File: src/rtl/core/assert_macros.svh
// Assertion macros shared by the RTL files
`ifndef ASSERT_MACROS_SVH
`define ASSERT_MACROS_SVH

// Check that a condition holds on every clock edge out of reset
`define SAW_ASSERT(label, clk, rst, prop, msg) \
   label: assert property (@(posedge clk) disable iff (rst) (prop)) else $error(msg);

// Check that a trigger implies a consequence in the same cycle
`define SAW_ASSERT_IMPL(label, clk, rst, ante, cons, msg) \
   label: assert property (@(posedge clk) disable iff (rst) (ante) |-> (cons)) else $error(msg);

// Check that a trigger implies a consequence in the next cycle
`define SAW_ASSERT_NEXT(label, clk, rst, ante, cons, msg) \
   label: assert property (@(posedge clk) disable iff (rst) (ante) |=> (cons)) else $error(msg);

`endif

File: src/rtl/core/saw_pkg.sv
// Types, widths and codes of the stop-and-wait ARQ sender
package saw_pkg;

   localparam int OPCODE_W  = 3;
   localparam int BYTE_W    = 8;
   localparam int STATUS_W  = 3;
   localparam int LENGTH_W  = 10;
   localparam int ATTEMPT_W = 4;
   localparam int TICK_W    = 16;
   localparam int CSR_IDX_W = 1;
   localparam int CSR_DATA_W = 16;

   // Longest frame kept; further bytes are dropped
   localparam int MAX_PAYLOAD = 1023;
   localparam int CAP_INT = (MAX_PAYLOAD < 1023) ? MAX_PAYLOAD : 1023;
   localparam logic [LENGTH_W-1:0] PAYLOAD_CAP = LENGTH_W'(CAP_INT);

   // Register reset values
   localparam logic [ATTEMPT_W-1:0] RETRY_LIMIT_RST   = 4'd5;
   localparam logic [TICK_W-1:0]    TIMEOUT_TICKS_RST = 16'd3000;

   // Register indexes
   localparam logic [CSR_IDX_W-1:0] CSR_RETRY_LIMIT   = 1'd0;
   localparam logic [CSR_IDX_W-1:0] CSR_TIMEOUT_TICKS = 1'd1;

   // Request opcodes
   localparam logic [OPCODE_W-1:0] OP_PAYLOAD   = 3'd0;
   localparam logic [OPCODE_W-1:0] OP_END_FRAME = 3'd1;
   localparam logic [OPCODE_W-1:0] OP_ACK       = 3'd2;
   localparam logic [OPCODE_W-1:0] OP_TICK      = 3'd3;
   localparam logic [OPCODE_W-1:0] OP_LINK_DOWN = 3'd4;

   // Response status codes
   localparam logic [STATUS_W-1:0] ST_NOTHING   = 3'd0;
   localparam logic [STATUS_W-1:0] ST_SENT      = 3'd1;
   localparam logic [STATUS_W-1:0] ST_RESENT    = 3'd2;
   localparam logic [STATUS_W-1:0] ST_ACKED     = 3'd3;
   localparam logic [STATUS_W-1:0] ST_EXHAUSTED = 3'd4;
   localparam logic [STATUS_W-1:0] ST_LINKFAIL  = 3'd5;
   localparam logic [STATUS_W-1:0] ST_IGNORED   = 3'd6;

   typedef struct packed {
      logic [STATUS_W-1:0]  status;
      logic                 frame_seq;
      logic [BYTE_W-1:0]    frame_checksum;
      logic [LENGTH_W-1:0]  frame_length;
      logic [ATTEMPT_W-1:0] attempt;
      logic                 busy_res;
   } rsp_type;

endpackage

File: src/rtl/core/saw_channels.sv
// Request and response channel interfaces of the ARQ sender
interface saw_req_if;
   logic                            valid;
   logic                            ready;
   logic [saw_pkg::OPCODE_W-1:0]    opcode;
   logic [saw_pkg::BYTE_W-1:0]      payload_byte;
   logic                            last_byte;
   logic [saw_pkg::BYTE_W-1:0]      ack_number;
   logic [saw_pkg::BYTE_W-1:0]      ack_check;

   modport source (output valid, opcode, payload_byte, last_byte, ack_number, ack_check,
                   input ready);
   modport sink   (input valid, opcode, payload_byte, last_byte, ack_number, ack_check,
                   output ready);
endinterface

interface saw_rsp_if;
   logic                            valid;
   logic                            ready;
   logic [saw_pkg::STATUS_W-1:0]    status;
   logic                            frame_seq;
   logic [saw_pkg::BYTE_W-1:0]      frame_checksum;
   logic [saw_pkg::LENGTH_W-1:0]    frame_length;
   logic [saw_pkg::ATTEMPT_W-1:0]   attempt;
   logic                            busy_res;

   modport source (output valid, status, frame_seq, frame_checksum, frame_length, attempt,
                   busy_res, input ready);
   modport sink   (input valid, status, frame_seq, frame_checksum, frame_length, attempt,
                   busy_res, output ready);
endinterface

File: src/rtl/core/stop_and_wait_arq_sender.sv
// Stop-and-wait ARQ sender: frame accounting, retry control and response register
//
//   channel   direction  handshake           carries
//   req_chan  in         valid/ready         opcode, byte, last mark, ACK fields
//   rsp_chan  out        valid/ready         status and frame report, one per request
//   csr_*     in         write enable only   retry limit, timeout in ticks
//
// Each request is processed in the cycle it is accepted; its response is
// registered and appears in the next cycle. A request is taken every cycle
// while the response register is empty or being emptied in the same cycle.
// Stalls on the response side hold the response and block new requests.
// Synchronous reset clears frame state and response valid, presets the CSRs.
`include "assert_macros.svh"

module stop_and_wait_arq_sender (
   input  logic                           clock,
   input  logic                           reset,
   saw_req_if.sink                        req_chan,
   saw_rsp_if.source                      rsp_chan,
   input  logic                           csr_we,
   input  logic [saw_pkg::CSR_IDX_W-1:0]  csr_index,
   input  logic [saw_pkg::CSR_DATA_W-1:0] csr_wdata
);
   import saw_pkg::*;

   logic [ATTEMPT_W-1:0] retry_limit_ff;
   logic [TICK_W-1:0]    timeout_ff;

   logic                 seq_ff,      seq_in;
   logic                 waiting_ff,  waiting_in;
   logic [BYTE_W-1:0]    sum_ff,      sum_in;
   logic [LENGTH_W-1:0]  count_ff,    count_in;
   logic [ATTEMPT_W-1:0] attempts_ff, attempts_in;
   logic [TICK_W-1:0]    tick_ff,     tick_in;

   logic                 rsp_valid_ff;
   rsp_type              rsp_ff, rsp_in;

   logic                 accept;
   logic                 ack_good;
   logic [TICK_W:0]      tick_next;
   logic                 out_of_retries;

   // Accept while the response slot is free or draining
   assign req_chan.ready = !rsp_valid_ff || rsp_chan.ready;
   assign accept         = req_chan.valid && req_chan.ready;

   assign ack_good  = (req_chan.ack_number == req_chan.ack_check) &&
                      (req_chan.ack_number == {{(BYTE_W-1){1'b0}}, seq_ff});
   assign tick_next = {1'b0, tick_ff} + {{TICK_W{1'b0}}, 1'b1};
   assign out_of_retries = attempts_ff >= retry_limit_ff;

   // Work out the next frame state and the response
   always_comb begin
      seq_in      = seq_ff;
      waiting_in  = waiting_ff;
      sum_in      = sum_ff;
      count_in    = count_ff;
      attempts_in = attempts_ff;
      tick_in     = tick_ff;
      rsp_in      = '{status: ST_IGNORED, frame_seq: seq_ff, frame_checksum: sum_ff,
                      frame_length: count_ff, attempt: attempts_ff, busy_res: waiting_ff};

      priority if (req_chan.opcode == OP_LINK_DOWN) begin
         rsp_in.status   = ST_LINKFAIL;
         rsp_in.busy_res = 1'b0;
         waiting_in  = 1'b0;
         sum_in      = '0;
         count_in    = '0;
         attempts_in = '0;
         tick_in     = '0;
      end else if (!waiting_ff) begin
         unique case (req_chan.opcode)
            OP_PAYLOAD: begin
               // Drop bytes beyond the cap, still honour the last mark
               if (count_ff < PAYLOAD_CAP) begin
                  sum_in   = sum_ff + req_chan.payload_byte;
                  count_in = count_ff + LENGTH_W'(1);
               end
               rsp_in.frame_checksum = sum_in;
               rsp_in.frame_length   = count_in;
               if (req_chan.last_byte) begin
                  waiting_in      = 1'b1;
                  attempts_in     = ATTEMPT_W'(1);
                  tick_in         = '0;
                  rsp_in.status   = ST_SENT;
                  rsp_in.attempt  = ATTEMPT_W'(1);
                  rsp_in.busy_res = 1'b1;
               end else begin
                  rsp_in.status = ST_NOTHING;
               end
            end
            OP_END_FRAME: begin
               if (count_ff == '0) begin
                  waiting_in      = 1'b1;
                  attempts_in     = ATTEMPT_W'(1);
                  tick_in         = '0;
                  rsp_in.status   = ST_SENT;
                  rsp_in.attempt  = ATTEMPT_W'(1);
                  rsp_in.busy_res = 1'b1;
               end
            end
            OP_TICK: rsp_in.status = ST_NOTHING;
            default: rsp_in.status = ST_IGNORED;
         endcase
      end else begin
         unique case (req_chan.opcode)
            OP_ACK, OP_TICK: begin
               if (req_chan.opcode == OP_ACK && ack_good) begin
                  // Frame delivered: report it, flip the sequence bit
                  rsp_in.status   = ST_ACKED;
                  rsp_in.busy_res = 1'b0;
                  seq_in      = !seq_ff;
                  waiting_in  = 1'b0;
                  sum_in      = '0;
                  count_in    = '0;
                  attempts_in = '0;
                  tick_in     = '0;
               end else if (req_chan.opcode == OP_TICK &&
                            tick_next < {1'b0, timeout_ff}) begin
                  tick_in       = tick_next[TICK_W-1:0];
                  rsp_in.status = ST_NOTHING;
               end else if (out_of_retries) begin
                  // Bad ACK or timeout with no attempts left
                  rsp_in.status   = ST_EXHAUSTED;
                  rsp_in.busy_res = 1'b0;
                  waiting_in  = 1'b0;
                  sum_in      = '0;
                  count_in    = '0;
                  attempts_in = '0;
                  tick_in     = '0;
               end else begin
                  attempts_in    = attempts_ff + ATTEMPT_W'(1);
                  tick_in        = '0;
                  rsp_in.status  = ST_RESENT;
                  rsp_in.attempt = attempts_in;
               end
            end
            default: rsp_in.status = ST_IGNORED;
         endcase
      end
   end

   // Configuration registers
   always_ff @(posedge clock) begin
      if (reset) begin
         retry_limit_ff <= RETRY_LIMIT_RST;
         timeout_ff     <= TIMEOUT_TICKS_RST;
      end else if (csr_we) begin
         unique case (csr_index)
            CSR_RETRY_LIMIT:   retry_limit_ff <= csr_wdata[ATTEMPT_W-1:0];
            CSR_TIMEOUT_TICKS: timeout_ff     <= csr_wdata[TICK_W-1:0];
            default: ;
         endcase
      end
   end

   // Frame state: advance on each accepted transaction
   always_ff @(posedge clock) begin
      if (reset) begin
         seq_ff      <= 1'b0;
         waiting_ff  <= 1'b0;
         sum_ff      <= '0;
         count_ff    <= '0;
         attempts_ff <= '0;
         tick_ff     <= '0;
      end else if (accept) begin
         seq_ff      <= seq_in;
         waiting_ff  <= waiting_in;
         sum_ff      <= sum_in;
         count_ff    <= count_in;
         attempts_ff <= attempts_in;
         tick_ff     <= tick_in;
      end
   end

   // Response register: load on accept, hold while stalled
   always_ff @(posedge clock) begin
      if (reset) begin
         rsp_valid_ff <= 1'b0;
      end else if (accept) begin
         rsp_valid_ff <= 1'b1;
      end else if (rsp_chan.ready) begin
         rsp_valid_ff <= 1'b0;
      end
   end

   always_ff @(posedge clock) begin
      if (accept) begin
         rsp_ff <= rsp_in;
      end
   end

   assign rsp_chan.valid          = rsp_valid_ff;
   assign rsp_chan.status         = rsp_ff.status;
   assign rsp_chan.frame_seq      = rsp_ff.frame_seq;
   assign rsp_chan.frame_checksum = rsp_ff.frame_checksum;
   assign rsp_chan.frame_length   = rsp_ff.frame_length;
   assign rsp_chan.attempt        = rsp_ff.attempt;
   assign rsp_chan.busy_res       = rsp_ff.busy_res;

   `SAW_ASSERT_IMPL(a_wait_has_attempt, clock, reset, waiting_ff, attempts_ff != '0, "waiting with no attempt counted")
   `SAW_ASSERT_IMPL(a_idle_counters_clear, clock, reset, !waiting_ff, attempts_ff == '0 && tick_ff == '0, "idle with attempt or tick count left")
   `SAW_ASSERT(a_length_capped, clock, reset, count_ff <= PAYLOAD_CAP, "frame length above cap")
   `SAW_ASSERT_NEXT(a_ack_flips_seq, clock, reset, accept && rsp_in.status == ST_ACKED, seq_ff != $past(seq_ff) && !waiting_ff, "acknowledge did not flip sequence bit")

endmodule

File: src/flat_wrapper.sv
// flat-port wrapper written by rule: the top's interface ports become plain ports
module stop_and_wait_arq_sender_flat import saw_pkg::*;
  (clock, reset, csr_we, csr_index, csr_wdata, req_chan_valid, req_chan_opcode, req_chan_payload_byte, req_chan_last_byte, req_chan_ack_number, req_chan_ack_check, req_chan_ready, rsp_chan_valid, rsp_chan_status, rsp_chan_frame_seq, rsp_chan_frame_checksum, rsp_chan_frame_length, rsp_chan_attempt, rsp_chan_busy_res, rsp_chan_ready);
  saw_req_if req_chan_i ();
  saw_rsp_if rsp_chan_i ();
  input  logic clock;
  input  logic reset;
  input  logic csr_we;
  input  logic [saw_pkg::CSR_IDX_W-1:0] csr_index;
  input  logic [saw_pkg::CSR_DATA_W-1:0] csr_wdata;
  input wire logic [$bits(req_chan_i.valid)-1:0] req_chan_valid;
  input wire logic [$bits(req_chan_i.opcode)-1:0] req_chan_opcode;
  input wire logic [$bits(req_chan_i.payload_byte)-1:0] req_chan_payload_byte;
  input wire logic [$bits(req_chan_i.last_byte)-1:0] req_chan_last_byte;
  input wire logic [$bits(req_chan_i.ack_number)-1:0] req_chan_ack_number;
  input wire logic [$bits(req_chan_i.ack_check)-1:0] req_chan_ack_check;
  output wire logic [$bits(req_chan_i.ready)-1:0] req_chan_ready;
  output wire logic [$bits(rsp_chan_i.valid)-1:0] rsp_chan_valid;
  output wire logic [$bits(rsp_chan_i.status)-1:0] rsp_chan_status;
  output wire logic [$bits(rsp_chan_i.frame_seq)-1:0] rsp_chan_frame_seq;
  output wire logic [$bits(rsp_chan_i.frame_checksum)-1:0] rsp_chan_frame_checksum;
  output wire logic [$bits(rsp_chan_i.frame_length)-1:0] rsp_chan_frame_length;
  output wire logic [$bits(rsp_chan_i.attempt)-1:0] rsp_chan_attempt;
  output wire logic [$bits(rsp_chan_i.busy_res)-1:0] rsp_chan_busy_res;
  input wire logic [$bits(rsp_chan_i.ready)-1:0] rsp_chan_ready;
  assign req_chan_i.valid = req_chan_valid;
  assign req_chan_i.opcode = req_chan_opcode;
  assign req_chan_i.payload_byte = req_chan_payload_byte;
  assign req_chan_i.last_byte = req_chan_last_byte;
  assign req_chan_i.ack_number = req_chan_ack_number;
  assign req_chan_i.ack_check = req_chan_ack_check;
  assign req_chan_ready = req_chan_i.ready;
  assign rsp_chan_valid = rsp_chan_i.valid;
  assign rsp_chan_status = rsp_chan_i.status;
  assign rsp_chan_frame_seq = rsp_chan_i.frame_seq;
  assign rsp_chan_frame_checksum = rsp_chan_i.frame_checksum;
  assign rsp_chan_frame_length = rsp_chan_i.frame_length;
  assign rsp_chan_attempt = rsp_chan_i.attempt;
  assign rsp_chan_busy_res = rsp_chan_i.busy_res;
  assign rsp_chan_i.ready = rsp_chan_ready;
  stop_and_wait_arq_sender u_core (.clock(clock), .reset(reset), .req_chan(req_chan_i), .rsp_chan(rsp_chan_i), .csr_we(csr_we), .csr_index(csr_index), .csr_wdata(csr_wdata));
endmodule
File: config.mk
export PLATFORM = sky130hd
export DESIGN_NAME = stop_and_wait_arq_sender_flat
export DESIGN_NICKNAME = d
export VERILOG_FILES = /design/src/rtl/core/saw_pkg.sv /design/src/rtl/core/saw_channels.sv /design/src/rtl/core/stop_and_wait_arq_sender.sv /design/src/flat_wrapper.sv
export VERILOG_INCLUDE_DIRS = /design/src /design/src/rtl/core
export SDC_FILE = /design/constraint.sdc
export NUM_CORES = 1
export LEC_CHECK = 0
export BUFFER_PORTS_ARGS = -buffer_cell sky130_fd_sc_hd__buf_4
export CORE_ASPECT_RATIO = 1.2
export CORE_MARGIN = 2
export CORE_UTILIZATION = 48
export DETAILED_ROUTE_END_ITERATION = 12
export GPL_ROUTABILITY_DRIVEN = 0
export PLACE_DENSITY = 0.78
export SLEW_MARGIN = 30
export SYNTH_ARGS = -nofsm -noshare
export SYNTH_HDL_FRONTEND = slang
export SYNTH_SLANG_ARGS = --single-unit
File: constraint.sdc
create_clock -name clock -period 5.1 [get_ports clock]
set_input_delay 0.51 -clock clock [delete_from_list [all_inputs] [get_ports clock]]
set_output_delay 0.51 -clock clock [all_outputs]
set_load 0.03 [all_outputs]
# Word level (Yosys, flattened, before mapping)
# Index checks and enable logic that the tools add are counted.
[totals]
register_bits = 88
input_bits = 50
wordCells = 118
[op_classes]
n_addsub = 4
n_lt_le_gt_ge = 3
eq_ne = 11
muxes = 64
bitwise_logic = 2
n_reduce_logical = 19
[ops]
columns = ["operator", "n"]
rows = [
  ["16-bit 2-to-1 mux", 7],
  ["10-bit 2-to-1 mux", 8],
  ["8-bit 2-to-1 mux", 8],
  ["4-bit 2-to-1 mux", 10],
  ["18-bit 2-to-1 mux", 2],
  ["16-bit case mux with 2 select lines", 1],
  ["5-bit 2-to-1 mux", 5],
  ["22-bit 2-to-1 mux", 1],
  ["3-bit 2-to-1 mux", 6],
  ["16-bit by 1-bit adder with 17-bit output, second input constant", 1],
  ["17-bit by 16-bit less-than comparator with 1-bit output", 1],
  ["5-bit AND reduction", 3],
  ["1-bit 2-to-1 mux", 12],
  ["10-bit by 1-bit adder with 10-bit output, second input constant", 1],
  ["10-bit logical NOT", 1],
  ["10-bit less-than comparator, second input constant", 1],
  ["5-bit case mux with 2 select lines", 1],
  ["3-bit case mux with 3 select lines", 1],
  ["8-bit adder", 1],
  ["8-bit by 1-bit equality test with 1-bit output", 1],
  ["8-bit equality test", 1],
  ["4-bit != test, second input constant", 2],
  ["4-bit case mux with 2 select lines", 1],
  ["3-bit by 2-bit equality test with 1-bit output, second input constant", 2],
  ["19 further kinds", 25],
]

# Logic depth before layout (Yosys ltp)
# Gate-level depths: netlist of the first run.
[depth]
word_depth = 8
depth_mapped = 15
ltp_nobuf = 13

# Worst setup path before layout of the first run
# OpenSTA, ideal clock, no wires.
[synth_path]
kind = "register to register"
from = "reg u_core.tick_ff[0]"
to = "reg u_core.rsp_ff, in the netlist u_core.rsp_chan.attempt[2] (data pin)"
setup_ns = 0.259
t_arrival_ns = 3.341
slack_ns = 1.500
path_stages_with_launch = 14
n_path_buf = 0
period_less_slack_ns = 3.600
path_cell_list = "dfxtp_1 > ha_1 > nand3_1 > nor3_1 > and3_1 > xor2_1 > ha_1 > nand4_1 > or3_1 > a21oi_1 > nor3_4 > nor4_1 > a21oi_1 > a211o_1"
[synth_lines]
columns = ["item", "line", "text"]
rows = [
  ["start, declared", "stop_and_wait_arq_sender.sv:34", "logic [TICK_W-1:0] tick_ff, tick_in;"],
  ["start signal, assigned", "stop_and_wait_arq_sender.sv:173", "tick_ff <= tick_in;"],
  ["end signal, assigned", "stop_and_wait_arq_sender.sv:190", "rsp_ff <= rsp_in;"],
  ["end, declared", "stop_and_wait_arq_sender.sv:37", "rsp_type rsp_ff, rsp_in;"],
]

==> results of run 1 <==
==> path summary, 6_finish.rpt <==
kind | from | slack [ps] | to | depth (start not counted)
worst max-delay path | u_core.tick_ff[0]$_SDFFE_PP0P_ | 1020 | u_core.rsp_chan.attempt[2]$_DFFE_PP_ | 13
worst min-delay path | csr_wdata[4] | 380 | u_core.timeout_ff[4]$_SDFFE_PP1P_ | 3
worst max register to register | u_core.tick_ff[0]$_SDFFE_PP0P_ | 1020 | u_core.rsp_chan.attempt[2]$_DFFE_PP_ | 13
worst min register to register | u_core.timeout_ff[0]$_SDFFE_PP0P_ | 460 | u_core.timeout_ff[0]$_SDFFE_PP0P_ | 2
==> state kept, by name, indices dropped and copies added (netlist names), 3 cells and up <==
| register | cells |
|---|---|
| u_core.count_ff | 10 |
| u_core.tick_ff | 16 |
| u_core.rsp_chan.frame_checksum | 8 |
| u_core.rsp_chan.attempt | 4 |
| u_core.rsp_chan.frame_length | 10 |
| u_core.attempts_ff | 4 |
| u_core.retry_limit_ff | 4 |
| u_core.rsp_chan.status | 3 |
| u_core.timeout_ff | 16 |
| u_core.sum_ff | 8 |
==> metal layers <==
layer | wire, microns | share of wire
met2 | 5570 | 0.50
met4 | 201 | 0.018
met3 | 606 | 0.055
met1 | 4710 | 0.42
met5 | 0 | 0
==> power groups by stage <==
| stage | registers [W] | clock network, W | logic, W |
|---|---|---|---|
| after floorplan | 0.000806 | 0 | 0.000111 |
| after global placement | 0.000779 | 0 | 0.000212 |
| after detailed placement | 0.000780 | 0 | 0.000219 |
| after CTS | 0.000765 | 0.000695 | 0.000221 |
| after global routing | 0.000768 | 0.000719 | 0.000243 |
| final | 0.000765 | 0.000682 | 0.000219 |
==> tightest hold or removal path, stage by stage <==
cell and delay (ps):
buf_4 70, nand2_1 40, nand3b_1 60
==> cell usage after synthesis (2+ instances only) <==
master	instances	area share
a211o_1	5	0.0087
a211oi_1	2	0.0030
a21o_1	7	0.010
a21oi_1	38	0.038
a21oi_2	2	0.0035
a22o_1	7	0.012
a31oi_1	3	0.0037
a32o_1	2	0.0040
and2_1	4	0.0050
and3_1	13	0.016
and4_1	2	0.0035
buf_1	2	0.0015
buf_2	2	0.0020
clkbuf_1	16	0.012
dfxtp_1	61	0.24
edfxtp_1	27	0.16
ha_1	31	0.077
inv_1	37	0.028
mux2_2	7	0.016
mux2i_1	3	0.0060
nand2_1	76	0.057
nand2b_1	10	0.012
nand3_1	23	0.023
nand3b_1	10	0.015
nand4_1	3	0.0037
nor2_1	43	0.032
nor2b_1	11	0.014
nor3_1	10	0.010
nor4_1	4	0.0050
o2111ai_1	2	0.0035
o211ai_1	3	0.0045
o21a_1	2	0.0030
o21ai_0	9	0.0090
o21ai_1	2	0.0020
o21bai_1	3	0.0045
o41ai_1	2	0.0035
or3_1	7	0.0087
or4_1	2	0.0030
xnor2_1	26	0.045
xor2_1	17	0.030
==> kinds of logic after synthesis <==
kind of cell | count (synthesis) | share of synthesized area
AND/OR/NAND/NOR | 224 | 0.226
AO/OA/AOI/OAI | 103 | 0.144
flip-flops | 88 | 0.405
buffers and inverters | 59 | 0.0469
XOR/XNOR | 43 | 0.0752
adder cells (fa/ha/maj) | 32 | 0.0814
multiplexers | 10 | 0.0217
==> area by class of cell <==
cell class,instances,area [sq um],share of cell area
clock buffer,14,307,0.0512
sequential,88,2030,0.339
tap,126,158,0.0263
inverter,37,139,0.0232
clock inverter,2,16.3,0.00272
multi-input combinational,412,2750,0.458
timing repair buffer,79,593,0.0990
==> metrics by stage <==
| step | std cells | hold WS, ps | utilization |
|---|---|---|---|
| finish | 758 | 377 | 0.593 |
| global route | 758 | 388 | 0.593 |
| CTS | 758 | 369 | 0.592 |
| detailed placement | 742 | 449 | 0.560 |
| global placement | 742 | 446 | 0.560 |
| floorplan | 559 | 433 | - |
==> results.ini, run 1 <==
[cts]
clk_pin_slew_ps=60
htree_levels=3
clkLatencyLatePin_ps=340
cts_tree=yes
cts_sinks=88
cts.repair.resized=0
post-cts-setup-buffers=0
cts_hold_buf=0
clk_root_buffer_cell=clkbuf_16
clockBufferDepth=2
cts_buffers=9

[timing]
fin_setup_tns_ps=0
layout_setup_ws_ps=1020
min_period_ps=4080
maxSlewHeadroom=0.455
timing.fmax_mhz=245
finalCritPeriodShare=0.800
rsz0062_at_grt=no
finalMaxSlewViolations=0
setup_viol_count_final=0
skew_ps=7.55
max_slew.worst_pin.slew_ps=809
hold_viol_final=0

[global_routing]
use_met1=0.246
antenna_found_initial=0
grt_pass1_vias=4039
grt_pass1_wl_microns=18700
track_usage=0.204
met2_usage=0.355
grtUsageMet3=0.0392
grt-ovfl-total=0
grt.busiest_layer=met2
grt_max_degree=43

[setup_path]
path_class=flop to flop
start_kind=flop
cp.buffers_inverters=0
path_cells=ha_1, nand3_1, nor3_1, and3_1, xor2_1, ha_1, nand4_1, or3_1, a21oi_1, nor3_4, nor4_1, a21oi_1, a211o_1
arrival_ps=4170
path_delay_family=simple AND/OR/NAND/NOR gates
slowest_stage=nor4_1
slowest_delay_ps=690
end_kind=flop
worstPathRequired_ps=5190
worstPathMaxFanout=10

[pwr]
internal-power_w=0.00126
clkPwrFrac=0.409
ir_worst_vdd_mv=0.209
total_leakage_power_nw=2.54
p_comb_frac=0.132
pwr-share-seq=0.459
p_per_area_nw_per_um2=278
totalPowerFinal_w=0.00167
switching_share=0.243
p_sw_w=0.000406

[floorplanning]
fp.dieW_microns=97.3
rows=40
die_h_microns=116
pin_count=79
core_area_sq_um=10100
start_util=0.496
dieArea_sq_um=11300

[routing]
drt_pass1_iterations=5
drtIter0Drc=136
postRouteAntennaNets=0
vias=4217
wl_microns=11100
drcViolationCount=0
viasPerCell=5.56
wl_per_cell_microns=14.6

[finish]
fillers=862
area_delta_synth_final_pct=19.6
final_cell_mix=79 x buf_4, 76 x nand2_1, 61 x dfxtp_1, 43 x nor2_1, 38 x a21oi_1
nNetsFinal=709
fin_area_sq_um=5990
layout-drive-gt1-share=0.177
diodes=0
final_common_cell=buf_4

[synthesis]
synthArstFlopShare=0
postSynthAreaPerCell_sq_um=8.96
syn_inst=559
synth_cell_types=63
yosys_warnings=0
synth_seq_area_share=0.405
synthFlopType=dfxtp_1
ys_seq_elements=88
synth_edf_count=27
syn_nets=641
syn-cell-area_sq_um=5010

[worst_hold_path]
hold_path_class=input pin to flop

[placement]
place_ws_ps=1100
portBuffers=78
dpl.hpwl_microns=8120
post_dp_cell_area_sq_um=5670

[job]
drv_cap=0

[status]
outcome=finished clean

Note: power is estimated with default switching activity, not from simulation.
==> run 2: changes to the inputs <==
- ABC_AREA: unset -> 1
- clock period: 5.1 -> 3.9 ns (I/O delays scaled with it)
==> run 2 against run 1 <==
Effect of this change:
- critical path depth grew 4
- maximum frequency grew 33%
- area after synthesis grew 8.9%
- non-clock buffer count grew 2
- clock power grew 24%
- flip-flop and latch count is the same
- routed wire length grew 9.7%
- clock-buffer cell count shrank 1
- largest power group unchanged
==> results.ini, run 2 <==
[cts]
cts_hold_buf=0  ; unchanged
clkLatencyLatePin_ps=340  ; about the same
clk_pin_slew_ps=60  ; about the same
post-cts-setup-buffers=0  ; unchanged
cts_sinks=88  ; unchanged
cts_tree=yes
clockBufferDepth=2  ; unchanged
htree_levels=3  ; unchanged
cts_buffers=9  ; unchanged
cts.repair.resized=0  ; unchanged
clk_root_buffer_cell=clkbuf_16

[finish]
fin_area_sq_um=6420  ; +7.1%
diodes=0  ; unchanged
area_delta_synth_final_pct=17.6
largest_registers=u_core.tick_ff: 16 flops, u_core.timeout_ff: 16 flops
final_cell_mix=174 x nand2_1, 109 x inv_1, 81 x buf_4, 79 x nor2_1, 61 x dfxtp_1
nNetsFinal=902  ; +27%
layout-drive-gt1-share=0.152  ; -0.0257
final_common_cell=nand2_1

[routing]
postRouteAntennaNets=0  ; unchanged
viasPerCell=5.17  ; -7.1%
drcViolationCount=0  ; unchanged
vias=4948  ; +17%
wl_per_cell_microns=12.7  ; -13%
drtIter0Drc=203  ; +49%
drt_pass1_iterations=5  ; unchanged
wl_microns=12200  ; +9.7%

[job]
drv_cap=0  ; unchanged

[synthesis]
synthArstFlopShare=0  ; unchanged
synth_common_cells=174 x nand2_1, 109 x inv_1, 79 x nor2_1, 61 x dfxtp_1, 59 x nand3_1
synth_top_area_frac=0.224  ; -0.0198
syn-cell-area_sq_um=5460  ; +8.9%
syn_nets=830  ; +29%
synth_most_common_cell=nand2_1
synth_edf_count=27  ; unchanged
synth_area_leaders=dfxtp_1 22%, edfxtp_1 15%, nand2_1 12%, inv_1 7.5%, ha_1 7.1%
yosys_warnings=0  ; unchanged
postSynthAreaPerCell_sq_um=7.29  ; -19%
synth_seq_area_share=0.372  ; -0.0330
synth_cell_types=43  ; -32%
yosys.area.top_type=dfxtp_1
ys_seq_elements=88  ; unchanged
syn_inst=748  ; +34%
synthFlopType=dfxtp_1

[pwr]
pwr-share-seq=0.429  ; -0.030
internal-power_w=0.00173  ; +37%
p_per_area_nw_per_um2=388  ; +40%
ir_worst_vdd_mv=0.201  ; -3.8%
switching_share=0.306  ; +0.0624
clkPwrFrac=0.340  ; -0.069
p_sw_w=0.000762  ; +88%
p_comb_frac=0.231  ; +0.099
total_leakage_power_nw=3.12  ; +23%

[floorplanning]
die_h_microns=121  ; +4.2%
start_util=0.494  ; -0.00134
core_area_sq_um=11000  ; +9.2%
dieArea_sq_um=12200  ; +8.5%
rows=42  ; +5.0%
fp.dieW_microns=101  ; +4.2%
pin_count=79  ; unchanged

[setup_path]
end_kind=flop
worstPathMaxFanout=19  ; +9
worstPathRequired_ps=4120  ; -1070 ps
path_cells=ha_1, nand3_1, inv_1, nand2_2, inv_2, nand2_1, nor2_1, xor2_1, inv_1, ha_1, nand3_1, nor2_1, nand3_1, nand3_4, nand3_4, o21ai_1, nor2_1
arrival_ps=3300  ; -870 ps
slowest_delay_ps=390  ; -300 ps
start_kind=flop
slowest_stage=dfxtp_1
path_class=flop to flop

[timing]
skew_ps=10.2  ; +2.68 ps
maxSlewHeadroom=0.428  ; -0.0278
hold_viol_final=0  ; unchanged
hold_ws_ps=261  ; -115 ps
min_period_ps=3070  ; -1010 ps
fin_setup_tns_ps=0  ; unchanged
setup_viol_count_final=0  ; unchanged
finalCritPeriodShare=0.788  ; -0.0116
finalMaxSlewViolations=0  ; unchanged
max_slew.worst_pin.slew_ps=858  ; +48.2 ps
rsz0062_at_grt=no
timing.fmax_mhz=325  ; +33%

[global_routing]
grt_max_degree=30  ; -30%
antenna_found_initial=0  ; unchanged
track_usage=0.210  ; +0.00622
grt-ovfl-total=0  ; unchanged
grt_pass1_wl_microns=20700  ; +11%
grt_pass1_vias=4716  ; +17%

[worst_hold_path]
hold_path_class=input pin to flop

[status]
outcome=finished clean

[placement]
dpl.hpwl_microns=9110  ; +12%
post_dp_cell_area_sq_um=6130  ; +8.1%
portBuffers=78  ; unchanged

## run 2: changes by cell type after synthesis, moves of 11 or more
cell     previous run  this run
xnor2_1            26         5
nand3_1            23        59
nand4_1             3        14
nor2_1             43        79
and3_1             13         0
nor2b_1            11         0
nand2_1            76       174
o21ai_0             9        52
inv_1              37       109
## run 2: cells by family (layout without fill, tap and decap cells)
logic type / count (synthesis) / after routing / share of synthesized area
AOI/OAI and AO/OA: 111 / 111 / 0.114
xor gates and xnor gates: 28 / 28 / 0.0450
adders and majority gates: 32 / 32 / 0.0748
buffers and inverters: 134 / 211 / 0.0977
DFF: 88 / 88 / 0.372
and+or+nand+nor: 355 / 355 / 0.296
## run 2: final timing paths
| kind | from | endpoint | slack (ps) | cells after the start |
|---|---|---|---|---|
| setup / recovery | u_core.tick_ff[0]$_SDFFE_PP0P_ | u_core.count_ff[6]$_SDFFE_PP0P_ | 830 | 17 |
| hold / removal | csr_wdata[11] | u_core.timeout_ff[11]$_SDFFE_PP1P_ | 260 | 3 |
| setup reg to reg | u_core.tick_ff[0]$_SDFFE_PP0P_ | u_core.count_ff[6]$_SDFFE_PP0P_ | 830 | 17 |
| hold reg to reg | u_core.timeout_ff[6]$_SDFFE_PP0P_ | u_core.timeout_ff[6]$_SDFFE_PP0P_ | 460 | 2 |
## run 2: worst max-delay path, delay by kind of cell (launching register included)
family	cells	cell delay, ps
and+or+nand+nor	10	1290
adders and majority gates	2	500
DFF	1	390
AOI/OAI and AO/OA	1	350
buffers and inverters	3	240
xor gates and xnor gates	1	190
## run 2: cell type report
type / instances / area [sq um]
Tap cell: 132 / 165
Timing Repair Buffer: 81 / 608
Multi-Input combinational cell: 526 / 2890
Clock inverter: 3 / 20.0
Fill cell: 1050 / 4620
Inverter: 114 / 430
Clock buffer: 13 / 272
Sequential cell: 88 / 2030
## run 2: stage by stage
step	power [W]	instances	utilization	setup slack, ps
after floorplan	0.00149	748	-	1250
after global placement	0.00165	941	0.555	881
after detailed placement	0.00166	941	0.555	841
after CTS	0.00251	957	0.582	835
after global routing	0.00263	957	0.582	401
final	0.00249	957	0.582	826
## run 2: power by group through the flow
stage          clock [W]  sequential (W)  combinational [W]
2_1_floorplan          0         0.00113           0.000361
3_3_place_gp           0         0.00109           0.000565
3_5_place_dp           0         0.00109           0.000574
4_1_cts         0.000861         0.00107           0.000578
5_1_grt         0.000901         0.00108           0.000653
6_report        0.000848         0.00107           0.000576
## run 2: layer usage
metal / track usage / part of all wire
met5: 0 / 0
met4: 0.0853 / 0.025
met3: 0.0422 / 0.050
met2: 0.373 / 0.51
met1: 0.242 / 0.42
